### src/rtl/nks_pkg.sv
// shared types and constants for the nearest-k select and mark block
package nks_pkg;

   // width of an entry distance
   localparam int unsigned DIST_W = 32;

   // width of the mode byte and the ready mode register
   localparam int unsigned MODE_W = 8;

   // empty slot value of the kept list
   localparam logic signed [DIST_W-1:0] SENTINEL = 32'sh7FFF_FFFF;

   // ready mode after reset
   localparam logic [MODE_W-1:0] READY_MODE_RST = 8'd2;

   // item kinds
   typedef enum logic {
      REQ_SCAN  = 1'b0,
      REQ_QUERY = 1'b1
   } req_kind_type;

   // control broadcast to every cell of the insertion chain
   typedef struct packed {
      logic update;   // an accepted scan item
      logic clear;    // scan item that starts a run: slots read as empty
      logic insert;   // insert the broadcast distance
   } cell_ctrl_type;

endpackage

### src/rtl/nearest_k_select_and_mark.sv
// Nearest-k select and mark: keeps the KEEP smallest eligible distances of a scan run in a
// chain of KEEP slot cells and answers mark queries against the largest kept value. Every
// cell compares the item's distance with its own slot and shifts from its neighbor in the
// same cycle, so an item is accepted each cycle while req_stall is low, and its result is
// registered in an output register and valid in the next cycle; req_stall rises only while
// that register holds a result that rsp_stall is holding back. The ready mode register is
// written through csr_valid and csr_ready_mode and resets to 2; the user must write it
// only while the block is idle, not enforced by the block. No clearing pass after reset.
module nearest_k_select_and_mark #(
   parameter int unsigned KEEP = 6
) (
   input  logic                                 clock,
   input  logic                                 reset,
   // configuration
   input  logic                                 csr_valid,
   output logic                                 csr_ready,
   input  logic [nks_pkg::MODE_W-1:0]           csr_ready_mode,
   // items in
   input  logic                                 req_valid,
   output logic                                 req_stall,
   input  logic                                 req_type,
   input  logic                                 req_first_item,
   input  logic                                 req_skip_flag,
   input  logic                                 req_abort_flag,
   input  logic [nks_pkg::MODE_W-1:0]           req_entry_mode,
   input  logic                                 req_has_companion,
   input  logic                                 req_companion_busy,
   input  logic signed [nks_pkg::DIST_W-1:0]    req_distance,
   // results out
   output logic                                 rsp_valid,
   input  logic                                 rsp_stall,
   output logic                                 rsp_eligible,
   output logic                                 rsp_mark_far,
   output logic                                 rsp_marking_enabled
);

   localparam int unsigned CNT_W = $clog2(KEEP + 1);
   localparam logic [CNT_W-1:0] KEEP_CNT = CNT_W'(KEEP);

   logic [nks_pkg::MODE_W-1:0] ready_mode_ff;
   logic [nks_pkg::MODE_W-1:0] ready_mode_in;
   logic [CNT_W-1:0]           count_ff;
   logic [CNT_W-1:0]           count_in;
   logic                       abort_ff;
   logic                       abort_in;
   logic                       rsp_valid_ff;
   logic                       rsp_valid_in;
   logic                       eligible_ff;
   logic                       mark_far_ff;
   logic                       marking_ff;

   logic                       accept;
   logic                       is_scan;
   logic                       elig;
   logic                       far;
   logic                       marking_after;
   nks_pkg::cell_ctrl_type     ctrl;

   logic [KEEP:0]                             lt_chain;
   logic signed [nks_pkg::DIST_W-1:0]         val_chain [KEEP+1];
   logic signed [nks_pkg::DIST_W-1:0]         next_val [KEEP];

   // configuration register
   assign csr_ready     = 1'b1;
   assign ready_mode_in = csr_valid ? csr_ready_mode : ready_mode_ff;

   // handshake: take an item unless a held result blocks the output register
   assign req_stall = rsp_valid_ff & rsp_stall;
   assign accept    = req_valid & ~req_stall;
   assign is_scan   = nks_pkg::req_kind_type'(req_type) == nks_pkg::REQ_SCAN;

   // eligibility of the item's entry
   assign elig = ~req_skip_flag && (req_entry_mode == ready_mode_ff) &&
                 (~req_has_companion || ~req_companion_busy);

   // cell control for this item, first item only counts on scans
   always_comb begin
      ctrl.update = accept & is_scan;
      ctrl.clear  = is_scan & req_first_item;
      ctrl.insert = elig & ~req_abort_flag;
   end

   // insertion chain
   assign lt_chain[0]  = 1'b0;
   assign val_chain[0] = nks_pkg::SENTINEL;

   for (genvar i = 0; i < KEEP; i++) begin : g_cell
      nks_cell u_cell (
         .clock      (clock),
         .reset      (reset),
         .ctrl       (ctrl),
         .new_dist   (req_distance),
         .prev_lt    (lt_chain[i]),
         .prev_value (val_chain[i]),
         .lt         (lt_chain[i+1]),
         .value      (val_chain[i+1]),
         .value_next (next_val[i])
      );
   end

   // run count and abort flag
   always_comb begin
      count_in = count_ff;
      abort_in = abort_ff;
      if (ctrl.update) begin
         if (req_first_item) begin
            count_in = '0;
            abort_in = 1'b0;
         end
         if (elig) begin
            if (req_abort_flag) begin
               abort_in = 1'b1;
            end else if (count_in < KEEP_CNT) begin
               count_in = count_in + CNT_W'(1);
            end
         end
      end
   end

   // marking state after this item's update
   assign marking_after = ~abort_in && (count_in >= KEEP_CNT) &&
                          (next_val[KEEP-1] != nks_pkg::SENTINEL);

   // far mark for queries, state unchanged by them
   assign far = ~is_scan && elig && ~req_abort_flag && ~abort_ff &&
                (count_ff >= KEEP_CNT) && (val_chain[KEEP] != nks_pkg::SENTINEL) &&
                (val_chain[KEEP] < req_distance);

   // output register
   assign rsp_valid_in = accept | (rsp_valid_ff & rsp_stall);

   always_ff @(posedge clock) begin
      if (reset) begin
         ready_mode_ff <= nks_pkg::READY_MODE_RST;
         count_ff      <= '0;
         abort_ff      <= 1'b0;
         rsp_valid_ff  <= 1'b0;
      end else begin
         ready_mode_ff <= ready_mode_in;
         count_ff      <= count_in;
         abort_ff      <= abort_in;
         rsp_valid_ff  <= rsp_valid_in;
      end
   end

   always_ff @(posedge clock) begin
      if (accept) begin
         eligible_ff <= elig;
         mark_far_ff <= far;
         marking_ff  <= marking_after;
      end
   end

   assign rsp_valid           = rsp_valid_ff;
   assign rsp_eligible        = eligible_ff;
   assign rsp_mark_far        = mark_far_ff;
   assign rsp_marking_enabled = marking_ff;

endmodule

### src/rtl/nks_cell.sv
// one slot of the sorted insertion chain
module nks_cell (
   input  logic                                 clock,
   input  logic                                 reset,
   input  nks_pkg::cell_ctrl_type               ctrl,
   input  logic signed [nks_pkg::DIST_W-1:0]    new_dist,
   input  logic                                 prev_lt,
   input  logic signed [nks_pkg::DIST_W-1:0]    prev_value,
   output logic                                 lt,
   output logic signed [nks_pkg::DIST_W-1:0]    value,
   output logic signed [nks_pkg::DIST_W-1:0]    value_next
);

   logic signed [nks_pkg::DIST_W-1:0] value_ff;
   logic signed [nks_pkg::DIST_W-1:0] value_in;

   // slot as seen by this item, empty at the start of a run
   assign value = ctrl.clear ? nks_pkg::SENTINEL : value_ff;

   // new distance goes in front of this slot
   assign lt = new_dist < value;

   // shift from the left neighbor, take the new distance, or hold
   always_comb begin
      value_in = value_ff;
      if (ctrl.update) begin
         value_in = value;
         if (ctrl.insert) begin
            priority if (prev_lt) begin
               value_in = prev_value;
            end else if (lt) begin
               value_in = new_dist;
            end
         end
      end
   end

   assign value_next = value_in;

   always_ff @(posedge clock) begin
      if (reset) begin
         value_ff <= nks_pkg::SENTINEL;
      end else begin
         value_ff <= value_in;
      end
   end

endmodule

### config.mk
export PLATFORM = sky130hd
export DESIGN_NAME = nearest_k_select_and_mark
export DESIGN_NICKNAME = d
export VERILOG_FILES = /design/src/rtl/nks_pkg.sv /design/src/rtl/nearest_k_select_and_mark.sv /design/src/rtl/nks_cell.sv
export SDC_FILE = /design/constraint.sdc
export NUM_CORES = 1
export LEC_CHECK = 0
export BUFFER_PORTS_ARGS = -buffer_cell sky130_fd_sc_hd__buf_2
export CORE_UTILIZATION = 64
export DETAILED_ROUTE_END_ITERATION = 8
export PLACE_DENSITY = 0.82
export SLEW_MARGIN = 5
export SYNTH_ARGS = -nofsm -noshare
export SYNTH_HDL_FRONTEND = slang
export SYNTH_SLANG_ARGS = --single-unit
### constraint.sdc
create_clock -name clock -period 5.5 [get_ports clock]
set_input_delay 0.55 -clock clock [delete_from_list [all_inputs] [get_ports clock]]
set_output_delay 0.55 -clock clock [all_outputs]
set_load 0.03 [all_outputs]
# ---- Yosys cells after proc, flatten, opt, wreduce, memory -nomap -nowiden
# Index checks and enable logic that the tools add are counted.
# Widths: inputs -> output; s select.
dict set report totals {
  regBits 208
  inputBits 59
  out_inout_bits 6
  elab_cells 86
}
dict set report op_classes {
  add_sub_neg 1
  order_cmp 10
  n_eq_ne 3
  muxes 34
  n_bitwise 14
  n_reduce_logical 11
}
# operator count
set ops {}
lappend ops {{$mux 32} 24}
lappend ops {{$lt 32x32->1} 7}
lappend ops {{$ne 32x32->1 const B} 2}
lappend ops {{$mux 3} 6}
lappend ops {{$logic_and 1x1->1} 10}
lappend ops {{$eq 8x8->1} 1}
lappend ops {{$not 1->1} 8}
lappend ops {{$ge 3x3->1 const B} 2}
lappend ops {{$and 1x1->1} 5}
lappend ops {{$mux 1} 4}
lappend ops {{$add 3x1->3 const B} 1}
lappend ops {{$lt 3x3->1 const B} 1}
lappend ops {{$logic_or 1x1->1} 1}
lappend ops {{$or 1x1->1} 1}

# ---- Longest topological paths before layout
dict set report depth {
  word_depth 13
  mapped_depth 20
  mapped_depth_nobuf 14
}

# ---- By module
# A second synthesis with hierarchy kept.
dict set report hier_totals {
  hier_cells 3231
  hier_area_um2 23839.1
}
# mod n_inst cells_each area_each_um2 seq_area_each_um2
set by_module_without_submodules {}
lappend by_module_without_submodules {{nks_cell at g_cell[0].u_cell ...} 5 494 3594.7 640.6}
lappend by_module_without_submodules {{nks_cell at g_cell[5].u_cell} 1 540 4126.5 640.6}
lappend by_module_without_submodules {nearest_k_select_and_mark 1 221 1739.2 350.3}

# ---- Least setup slack after synthesis
# Ideal clock, no wire load.
dict set report synth_timing {
  kind {in2reg}
  startpoint {input req_type}
  endpoint {register g_cell[1].u_cell.value_ff[10] (netlist bit)}
  setup_time_ns 0.137
  t_arrival_ns 4.620
  required_time_ns 5.363
  slack_ns 0.743
  path_stages 19
  path_buffers 7
  cell_sequence {and2b_1 > buf_2 > buf_2 > clkbuf_1 > clkbuf_1 > clkbuf_1 > buf_1 > nor2_1 > ha_1 > a211o_1 > a2111oi_0 > o21a_1 > o22ai_1 > a21oi_1 > mux2_2 > or3_1 > buf_2 > o22ai_1 > a2bb2oi_2}
}
dict set report synth_via {
  elab_chain_cells 7
  elab_cells_between_ends 10
  classes_between {2 x order compare; 5 x mux; 3 x bitwise}
}
# element line
set synth_rtl {}
lappend synth_rtl {{start: declaration} nearest_k_select_and_mark.sv:21} ;# input logic req_type,
lappend synth_rtl {{$not 1->1 (*)} nearest_k_select_and_mark.sv:70} ;# assign is_scan = nks_pkg::req_kind_type'(req_type) == nks_pkg::REQ_SCAN;
lappend synth_rtl {{$and 1x1->1} nearest_k_select_and_mark.sv:79} ;# ctrl.clear = is_scan & req_first_item;
lappend synth_rtl {{$mux 32} nks_cell.sv:18} ;# assign value = ctrl.clear ? nks_pkg::SENTINEL : value_ff;
lappend synth_rtl {{$lt 32x32->1} nks_cell.sv:21} ;# assign lt = new_dist < value;
lappend synth_rtl {{$mux 32} nks_cell.sv:31} ;# end else if (lt) begin
lappend synth_rtl {{$mux 32} nks_cell.sv:29} ;# priority if (prev_lt) begin
lappend synth_rtl {{$mux 32} nks_cell.sv:28} ;# if (ctrl.insert) begin
lappend synth_rtl {{end signal: assignment} nks_cell.sv:42} ;# value_ff <= nks_pkg::SENTINEL;
lappend synth_rtl {{end signal: assignment} nks_cell.sv:44} ;# value_ff <= value_in;
lappend synth_rtl {{end: declaration} nks_cell.sv:14} ;# logic signed [nks_pkg::DIST_W-1:0] value_ff;
# Every way passes the cells marked *; elsewhere a longest branch is shown, timed or not.
# A chain may end at the register's enable or synchronous reset.

# ---- Worst setup path after layout
dict set report layout_timing {
  startpoint {input req_type}
  endpoint {register g_cell[1].u_cell.value_ff[2] (netlist bit)}
}
# The elaborated chain is that of the path after synthesis.

==> flow_summary.json <==
{
  "cts_sinks": 208,
  "fin_skew_ps": 16.2,
  "cts_max_path_buffers": 3,
  "wl_per_cell_um": 22.5,
  "grt_pass1_wl_mm": 79.2,
  "cts_hold_buf": 0,
  "ys_seq_area_share_pct": 26.7,
  "power.switching_mw": 1.05,
  "p_int_mw": 2.64,
  "crit_chain": "buf_2 > and2b_4 > buf_4 > nor2_1 > ha_1 > a21o_1 > a21o_1 > a21o_1 > a221o_1 > a2111oi_0 > buf_4 > o211ai_1 > nand2_2 > nand3_1 > buf_4 > o22ai_1 > a2bb2oi_2",
  "fp.dieH_um": 159,
  "cp.required_ps": 5870,
  "fin_setup_tns_ps": 0,
  "setup_viol": 0,
  "synth.most_common_cell": "nor2_1",
  "critPathTopFamily": "compound AO/OA/AOI/OAI gates",
  "core_mm2": 0.0238,
  "critPathKind": "in2reg",
  "critPathBufInv": 4,
  "slowest_delay_ps": 880,
  "grt_overflow": 0,
  "hpwl_mm": 35.9,
  "swShare_pct": 28.5,
  "power_per_cell_area_mw_per_mm2": 217,
  "htreeDepth": 1,
  "gp_congestion": 0.998,
  "peakVddDrop_uv": 210,
  "die_w_um": 159,
  "slew_headroom_pct": 12.8,
  "wl_mm": 50.2,
  "diodes": 0,
  "post_cts_resized": 0,
  "dr_total_vias": 15600,
  "ys.flop_type": "dfxtp_1",
  "hold_start": "req_valid",
  "hold_path_end": "rsp_valid$_SDFF_PP0_",
  "timing.rr.start": "g_cell[4].u_cell.value_ff[25]$_SDFFE_PP1P_",
  "power_frac_comb_pct": 15.2,
  "critPathLaunchType": "input port",
  "synth_top_cell_by_area": "dfxtp_1",
  "routed_via_density": 6.96,
  "hold_ws_ps": 264,
  "row_count": 56,
  "regToRegSetupSlack_ps": 1040,
  "syn_nets": 2147,
  "post-route-drc-count": 0,
  "period_needed_ps": 4720,
  "rr_worst_depth": 13,
  "numCtsBuffers": 25,
  "synth_cell_types": 80,
  "synth_edf_count": 3,
  "worstMarginPinSlew_ps": 1310,
  "clk_pin_slew_ps": 60,
  "grt_max_degree": 78,
  "synth_area_mm2": 0.0157,
  "drv_slew": 0,
  "initial_core_util_pct": 66.0,
  "grt_pass1_vias": 14900,
  "synth_area_per_cell_um2": 8.25,
  "crit_path_end_kind": "flop",
  "cp_max_fo": 38,
  "seqPwrFrac_pct": 41.1,
  "pwr-share-clk_pct": 43.7,
  "maxCapViolCount": 0,
  "ys_ff_latch": 208,
  "reg2reg_to": "rsp_marking_enabled$_DFFE_PP_",
  "ant_nets": 0,
  "drtPass1Iterations": 7,
  "layout-area-overhead-vs-synth_pct": 8.63,
  "root_buffer": "clkbuf_16",
  "leakagePower_nw": 7.54,
  "drt_iter0_drc": 2030,
  "die-area_mm2": 0.0251,
  "synth_cells": 1900,
  "synth_async_sr_flop_share_pct": 0,
  "ys_warn_count": 0,
  "fin_crit_sh_pct": 85.9,
  "cts_setup_buffers": 0,
  "synthTopCellsByCount": "nor2_1 (310), dfxtp_1 (205), ha_1 (188), nand2_1 (122), a211oi_1 (92)",
  "track_usage_pct": 40.2,
  "port_buffers": 63,
  "post-synth-top-area-fraction_pct": 26.2,
  "nets": 2145,
  "crit_arrival_ps": 5100,
  "drive_above_1_share_pct": 10.9,
  "ios": 65,
  "clk_latency_ps": 540,
  "synth_area_leaders": "dfxtp_1 (26%), ha_1 (15%), nor2_1 (7.4%), mux2i_1 (4.5%), a211oi_1 (4.4%)",
  "status": "complete, no violations",
  "rsz0062_at_grt": "no",
  "hp-class": "in2reg",
  "hold_viol": 0,
  "max_freq_mhz": 212,
  "slowest_stage": "a2111oi_0",
  "antenna_found_initial": 0,
  "hold_path_depth": 2,
  "cts_tree": "yes"
}
==> placed cells by master, fill, tap and decap left out, drive strengths merged, types with 9 or more instances in the layout <==
| cell type | n |
|---|---|
| ha | 188 |
| o2bb2ai | 30 |
| nand2b | 9 |
| o21ai | 50 |
| a21oi | 84 |
| nand4 | 31 |
| nor3 | 71 |
| a31oi | 15 |
| mux2 | 30 |
| o211ai | 17 |
| dfxtp | 205 |
| nand3 | 20 |
| clkbuf | 40 |
| inv | 45 |
| nand2 | 124 |
| nor2 | 311 |
| buf | 111 |
| o22a | 35 |
| a211oi | 93 |
| a21o | 39 |
| a2bb2oi | 32 |
| and3 | 33 |
| o22ai | 61 |
| nor4 | 16 |
| or4 | 9 |
| o32a | 50 |
| mux2i | 70 |
==> routing by layer <==
metal	part of all wire, %	global-route usage (%)	up-vias	wire, µm
met5	0	0	-	0
met4	5.7	20.7	0	2880
met3	8.6	6.10	222	4310
met2	45	65.6	875	22500
met1	41	51.2	7319	20600
li1	-	-	7140	-
==> worst register-to-register path, stage by stage, from the launching register on <==
cell and delay [ps]:
dfxtp_1 460, nor2_1 110, ha_1 310, nand4_1 210, nor4_4 430, nand4_1 120
a21oi_1 320, nor4_4 150, nor2_2 970, a211oi_1 270, nor4_1 370, buf_4 180
nand4_1 90, o2111a_1 240
==> final cells by class <==
type | instances | area [µm²]
clock inverters | 4 | 26.3
clock buffers | 40 | 762
well taps | 319 | 399
inverters | 44 | 165
fillers | 1897 | 6720
flip-flops and latches | 208 | 4190
multi-input cells | 1508 | 10800
repair buffers | 111 | 738
==> power by group through the flow <==
stage,registers [mW],clock network (mW),logic (mW)
6_report,1.52,1.62,0.563
5_1_grt,1.52,1.67,0.602
4_1_cts,1.52,1.61,0.546
3_5_place_dp,1.55,0,0.542
3_3_place_gp,1.55,0,0.527
2_1_floorplan,1.55,0,0.355
==> how the worst max path moves through the flow <==
stage | from | to | slack (ps) | depth (start not counted)
detailed placement | req_type | rsp_marking_enabled$_DFFE_PP_ | 430 | 16
finish | req_type | g_cell[1].u_cell.value_ff[2]$_SDFFE_PP1P_ | 780 | 17
CTS | req_type | rsp_marking_enabled$_DFFE_PP_ | 970 | 16
floorplan | req_type | g_cell[1].u_cell.value_ff[10]$_SDFFE_PP1P_ | 740 | 19
global placement | req_type | rsp_marking_enabled$_DFFE_PP_ | 480 | 16
global route | req_type | rsp_marking_enabled$_DFFE_PP_ | 610 | 16
==> flip-flops by register name (all words and copies together) (netlist names) <==
| name | count |
|---|---|
| g_cell.u_cell.value_ff | 192 |
| abort_ff | 1 |
| ready_mode_ff | 8 |
| rsp_eligible | 1 |
| rsp_mark_far | 1 |
| rsp_marking_enabled | 1 |
| count_ff | 3 |
| rsp_valid | 1 |
==> through the flow <==
| step | worst slack (ps) | area, µm² | std cells | power [mW] | utilization [%] |
|---|---|---|---|---|---|
| 6_report | 776 | 17000 | 2234 | 3.70 | 71.7 |
| 2_1_floorplan | 743 | 15700 | 1900 | 1.91 | - |
| 4_1_cts | 969 | 17000 | 2234 | 3.68 | 71.7 |
| 3_5_place_dp | 431 | 16200 | 2190 | 2.09 | 68.4 |
| 3_3_place_gp | 477 | 16200 | 2190 | 2.08 | 68.4 |
| 5_1_grt | 614 | 17000 | 2234 | 3.79 | 71.7 |
==> cells by family (layout without fill, tap and decap cells) <==
family	Yosys count	after routing	synth area share (%)
flops	208	208	26.7
mux	100	100	6.62
simple gates	658	658	19.2
fa+ha+maj	188	188	15.0
xor+xnor	8	8	0.447
other cells	1	1	0.0239
buf+inv	184	199	4.96
compound gates	553	553	27.0
(Power assumes the default switching activity.)
